$ cat config.mk
export PLATFORM = sky130hd
export DESIGN_NAME = hbp_ctrl
export DESIGN_NICKNAME = d
export VERILOG_FILES = /design/src/rtl/core/hbp_pkg.sv /design/src/rtl/core/hbp_ctrl.sv
export SDC_FILE = /design/constraint.sdc
export NUM_CORES = 1
export LEC_CHECK = 0
export ABC_CLOCK_PERIOD_IN_PS = 1450
export BUFFER_PORTS_ARGS = -buffer_cell sky130_fd_sc_hd__buf_4
export CAP_MARGIN = 25
export CORE_AREA = 2 2 39 41
export CTS_CLUSTER_SIZE = 16
export DETAILED_ROUTE_END_ITERATION = 6
export DIE_AREA = 0 0 41 43
export PLACE_DENSITY_LB_ADDON = 0.1
export SLEW_MARGIN = 30
export SYNTH_ARGS = -nofsm -noshare
export SYNTH_HDL_FRONTEND = slang
export SYNTH_SLANG_ARGS = --single-unit
$ cat constraint.sdc
create_clock -name i_clk -period 1.45 [get_ports i_clk]
set_input_delay 0.145 -clock i_clk [delete_from_list [all_inputs] [get_ports i_clk]]
set_output_delay 0.145 -clock i_clk [all_outputs]
set_load 0.005 [all_outputs]
$ cat src/rtl/core/hbp_pkg.sv
`default_nettype none

package hbp_pkg;

    // Field widths of the stream payloads
    localparam int ACTION_W    = 2;
    localparam int SYMBOL_W    = 8;
    localparam int CODE_W      = 16;
    localparam int LEN_W       = 5;
    localparam int BYTE_W      = 8;
    localparam int VBITS_W     = 4;
    localparam int FILL_W      = 3;
    localparam int IN_TDATA_W  = 32;
    localparam int OUT_TDATA_W = 16;

    // Longest code word the table keeps; longer loads saturate to it
    localparam int MAX_CODE_LEN = 16;

    // Window that holds pending bits plus one full code word
    localparam int WIN_W = BYTE_W + CODE_W;

    // Input request kinds
    typedef enum logic [ACTION_W-1:0] {
        ACT_LOAD   = 2'd0,
        ACT_ENCODE = 2'd1,
        ACT_FLUSH  = 2'd2,
        ACT_NONE   = 2'd3
    } t_action;

    // Commands from the controller to the datapath
    typedef struct packed {
        logic wr;         // write one table entry
        logic rd;         // start a table lookup
        logic flush;      // move the partial byte into the emit window
        logic merge;      // merge looked-up code into the accumulator
        logic emit;       // load the output register
        logic emit_idx;   // which byte of the window to emit
        logic emit_last;  // last byte caused by this request
    } t_cmd;

    // Status from the datapath to the controller
    typedef struct packed {
        logic       sym_ok;     // symbol lies inside the table
        logic       fill_nz;    // accumulator holds pending bits
        logic       out_free;   // output register can take a byte
        logic [1:0] merge_cnt;  // full bytes the current merge yields
        logic [1:0] cnt;        // bytes in the window from the last merge or flush
    } t_sts;

endpackage

`default_nettype wire

$ cat src/rtl/core/hbp_ctrl.sv
`default_nettype none

module hbp_ctrl (
    input  wire logic             i_clk,
    input  wire logic             i_rst_n,
    input  wire logic             i_s_valid,
    input  wire hbp_pkg::t_action i_action,
    output logic                  o_s_ready,
    input  wire hbp_pkg::t_sts    i_sts,
    output hbp_pkg::t_cmd         o_cmd
);
    import hbp_pkg::*;

    typedef enum logic [1:0] {
        S_IDLE,
        S_LOOK,
        S_EMIT
    } t_state;

    t_state r_state, n_state;
    logic   r_idx, n_idx;
    logic   take;

    assign o_s_ready = (r_state == S_IDLE);
    assign take      = i_s_valid && o_s_ready;

    // Decode requests and sequence lookup, merge and byte emission
    always_comb begin
        o_cmd   = '0;
        n_state = r_state;
        n_idx   = r_idx;
        unique case (r_state)
            S_IDLE: begin
                if (take) begin
                    unique case (i_action)
                        ACT_LOAD: begin
                            o_cmd.wr = i_sts.sym_ok;
                        end
                        ACT_ENCODE: begin
                            if (i_sts.sym_ok) begin
                                o_cmd.rd = 1'b1;
                                n_state  = S_LOOK;
                            end
                        end
                        ACT_FLUSH: begin
                            if (i_sts.fill_nz) begin
                                o_cmd.flush = 1'b1;
                                n_idx       = 1'b0;
                                n_state     = S_EMIT;
                            end
                        end
                        default: begin
                        end
                    endcase
                end
            end
            S_LOOK: begin
                o_cmd.merge = 1'b1;
                n_idx       = 1'b0;
                n_state     = (i_sts.merge_cnt == 2'd0) ? S_IDLE : S_EMIT;
            end
            S_EMIT: begin
                if (i_sts.out_free) begin
                    o_cmd.emit      = 1'b1;
                    o_cmd.emit_idx  = r_idx;
                    o_cmd.emit_last = r_idx || (i_sts.cnt == 2'd1);
                    if (o_cmd.emit_last) begin
                        n_state = S_IDLE;
                    end else begin
                        n_idx = 1'b1;
                    end
                end
            end
            default: begin
                n_state = S_IDLE;
            end
        endcase
    end

    // Hold state and byte index
    always_ff @(posedge i_clk) begin
        if (!i_rst_n) begin
            r_state <= S_IDLE;
            r_idx   <= 1'b0;
        end else begin
            r_state <= n_state;
            r_idx   <= n_idx;
        end
    end

    a_look_once: assert property (@(posedge i_clk) disable iff (!i_rst_n)
        (r_state == S_LOOK) |=> (r_state != S_LOOK))
        else $error("merge state held for more than one cycle");

    a_emit_cnt: assert property (@(posedge i_clk) disable iff (!i_rst_n)
        (r_state == S_EMIT) |-> (i_sts.cnt == 2'd1 || i_sts.cnt == 2'd2))
        else $error("emit sequence with no bytes in window");

    a_second_byte: assert property (@(posedge i_clk) disable iff (!i_rst_n)
        (r_state == S_EMIT && r_idx) |-> (i_sts.cnt == 2'd2))
        else $error("second byte emitted from a one-byte window");

endmodule

`default_nettype wire

# Word-level counts from Yosys, hierarchy flattened
# Cells that the tools add are included.
totals:
  output_inout_bits: 8
  register_bits: 3
  in_bits: 12
  elab_cells: 48
classes:
  n_reduce_logical: 8
  mux: 24
  n_eq_ne: 14
ops:
  columns: ["op", "n"]
  rows:
  - ["2-bit 2-to-1 mux", 6]
  - ["3-bit 2-to-1 mux", 4]
  - ["6-bit AND reduction", 2]
  - ["1-bit 2-to-1 mux", 11]
  - ["2-bit by 1-bit == test with 1-bit output, second input constant", 3]
  - ["2-bit zero test", 3]
  - ["2-bit by 1-bit inequality test with 1-bit output, second input constant", 3]
  - ["2-bit inequality test, second input constant", 3]
  - ["3-bit inequality test, second input constant", 2]
  - ["2-bit one-hot mux with 3 select lines", 1]
  - ["2-bit == test, second input constant", 2]
  - ["2-bit one-hot mux with 2 select lines", 1]
  - ["3-bit by 1-bit inequality test with 1-bit output, second input constant", 1]
  - ["1-bit one-hot mux with 3 select lines", 1]
  - ["3-bit nonzero test", 1]
  - ["1-bit logical AND", 1]
  - ["1-bit logical OR", 1]

# Depth between registers and ports, before layout
logic_depth:
  word_depth: 5
  ltp_mapped: 4

# Worst setup path after synthesis
# OpenSTA, ideal clock, no wires.
synth_timing:
  kind: "register to register"
  startpoint: "reg r_state[1]"
  endpoint: "reg r_idx"
  slack_ps: 185
  setup_time_ps: 70
  t_required_ps: 1380
  path_buffers: 0
  t_arrival_ps: 1196
  period_less_slack_ps: 1265
  path_stages_with_launch: 5
  path_cell_list: "dfxtp_1 -> and2_1 -> a211oi_1 -> or4b_1 -> a21oi_1"
synth_via:
  elab_chain_cells: 4
synth_lines:
  columns: ["element", "line", "text"]
  rows:
  - ["start: declaration", "hbp_ctrl.sv:20", "t_state r_state, n_state;"]
  - ["start signal: assignment", "hbp_ctrl.sv:86", "r_state <= n_state;"]
  - ["2-bit zero test", "hbp_ctrl.sv:24, hbp_ctrl.sv:32", null]
  - ["1-bit logical AND", "hbp_ctrl.sv:25", "assign take = i_s_valid && o_s_ready;"]
  - ["2-bit by 1-bit inequality test with 1-bit output (no source line)", null, null]
  - ["6-bit AND reduction (no source line)", null, null]
  - ["end signal: assignment", "hbp_ctrl.sv:87", "r_idx <= n_idx;"]
  - ["end: declaration", "hbp_ctrl.sv:21", "logic r_idx, n_idx;"]
# Parallel ways exist; a longest one is shown, timed or not.
# A chain may end at the register's enable or synchronous reset.

# Worst setup path after layout
# Ends and elaborated chain as after synthesis.

==> qor.yml <==
status: "completed"
leakage_uw: 0.000222
grt-ovfl-total: 0
fin_crit_sh_pct: 95.5
die_area_sq_um: 1760
firstDrtPassIters: 1
ys_top_cells_by_count: "nand2_1 (6), nor2_1 (6), inv_1 (4)"
port_buffers: 19
grt_first_pass_wirelength_um: 1260
area_growth_pct: 97.4
syn_nets: 47
drv_slew: 0
synth.top_cell.area_share_pct: 25.3
crit_path_max_fanout: 6
setup_slack_ns: 0.0649
row_count: 14
slew_headroom_pct: 66.3
synthCells: 35
setup_viol: 0
cts_tree: "built"
vias_per_cell: 4.39
avgSynthCellArea_sq_um: 6.79
synth_edf_count: 0
antenna_found_initial: 0
io_pins: 20
place.gp.congestion: 0.708
hold_violations: 0
core_sq_um: 1380
worst_pin_slew_ns: 0.502
synth_warnings: 0
cts_made_buffers: 3
synthFlopType: "dfxtp_1"
startpoint_type: "flop"
totalWireLength_um: 781
ir_worst_vdd_mv: 0.321
cp.required_ns: 1.63
r2r_slack_ns: 0.06
period_minus_slack_ns: 1.39
crit_path_end_kind: "flop"
max_freq_mhz: 722
critPathSlowestCell: "or4b_1"
drt-initial-drc-count: 0
antennaDiodeCount: 0
fin_skew_ns: 0.00746
ant_nets: 0
cts_sinks: 3
grt_setup_unrepaired: "false"
synth_cell_types: 19
wl_per_cell_um: 10.1
synth_area_leaders: "dfxtp_1 (25%), nand2_1 (9.5%), nor2_1 (9.5%)"
grt_max_degree: 7
cts-root-buf: "clkbuf_4"
netlist_area_sq_um: 238
hp-class: "input pin to flop"
nNetsFinal: 74
finalPower_uw: 320
powerDensity_nw_per_um2: 682
grt_pass1_vias: 295
ys_ff_latch: 3
post-route-drc-count: 0
max_stage_delay_ns: 0.47
htreeDepth: 1
drive_gt1_share_pct: 50.8
start_util_pct: 17.2
fin_tns_setup_ns: 0
clockBufferDepth: 2
die_h_um: 43
clkLatencyLatePin_ns: 0.24
crit_type: "flop to flop"
die_w_um: 41
clk_pin_slew_ns: 0.04
drv_cap: 0
grtUsageTotal_pct: 10.8
worstPathCellList: "nor2_2 > buf_4 > a21boi_1 > or4b_1 > a21oi_1"
synthArstFlopShare_pct: 0
ctsHoldBuffers: 0
synth-seq-area-share_pct: 25.3
yosysTopAreaCell: "dfxtp_1"
crit_arrival_ns: 1.56
vias: 338
dp_slack_ns: 0.0363
power breakdown:
group,total (uW),switching [uW],internal (uW)
logic,76.4,32.6,43.8
clock network,156,52.1,104
registers,87.8,3.21,84.6
total,320,87.8,232
cell type report:
type | count | area, sq um
fill | 152 | 915
multi-input combinational | 28 | 178
timing repair buffer | 22 | 165
sequential | 3 | 65.1
clock buffer | 4 | 26.3
tap | 16 | 20.0
inverter | 4 | 15.0
cell usage in the layout (no fill, tap or decap):
master / count
nand2_1: 6
or4b_1: 1
o2111ai_1: 1
inv_1: 4
mux2i_1: 1
nor4b_2: 1
a21boi_1: 1
a221oi_2: 1
o31ai_1: 1
and2_1: 1
nor3_1: 1
dfxtp_1: 1
and2b_1: 1
buf_4: 22
a211oi_1: 1
nor2b_1: 1
nor2_2: 2
nor2_1: 5
a21oi_1: 2
dfxtp_2: 1
nand3b_1: 1
clkbuf_1: 1
dfxtp_4: 1
clkbuf_4: 3
registers in the layout (all words and copies together) (netlist names):
signal	flops
r_idx	1
r_state	2
through the flow:
| step | hold WS [ns] | utilization (%) | std cells | instance area (sq um) |
|---|---|---|---|---|
| floorplan | 0.263 | - | 35 | 238 |
| global placement | 0.420 | 29.5 | 71 | 408 |
| detailed placement | 0.415 | 29.5 | 71 | 408 |
| CTS | 0.159 | 32.5 | 77 | 450 |
| global route | 0.181 | 33.9 | 77 | 469 |
| finish | 0.151 | 33.9 | 77 | 469 |
worst paths after layout:
path,startpoint,endpoint,cells past startpoint
hold reg to reg,r_idx,r_idx,2
setup / recovery,r_state[1],r_idx,5
hold / removal,i_rst_n,r_state[0],3
setup reg to reg,r_state[1],r_idx,5
what timing repair did:
action	4_1_cts	5_1_grt
pin swaps	1	0
setup buffers	2	0
endpoints found under the setup margin	2	4
hold endpoints to repair	0	0
gates resized for setup	1	5
critical path, delay by kind of cell (launching register included):
kind,cells,cell delay [ns]
and+or+nand+nor,2,0.52
AOI/OAI and AO/OA,2,0.29
DFF,1,0.38
buffers and inverters,1,0.13
kinds of logic after synthesis:
logic type / share of synthesized area [%]
simple gates: 43.2
buf+inv: 6.31
compound gates: 21.1
mux: 4.21
flops: 25.3
metal layers:
metal | track usage [%] | vias up | part of all wire, %
li1 | - | 172 | -
met4 | 8.00 | 0 | 3.1
met2 | 17.5 | 14 | 51
met3 | 1.57 | 2 | 6.8
met5 | 0 | - | 0
met1 | 11.9 | 150 | 39
(Power assumes the default switching activity.)
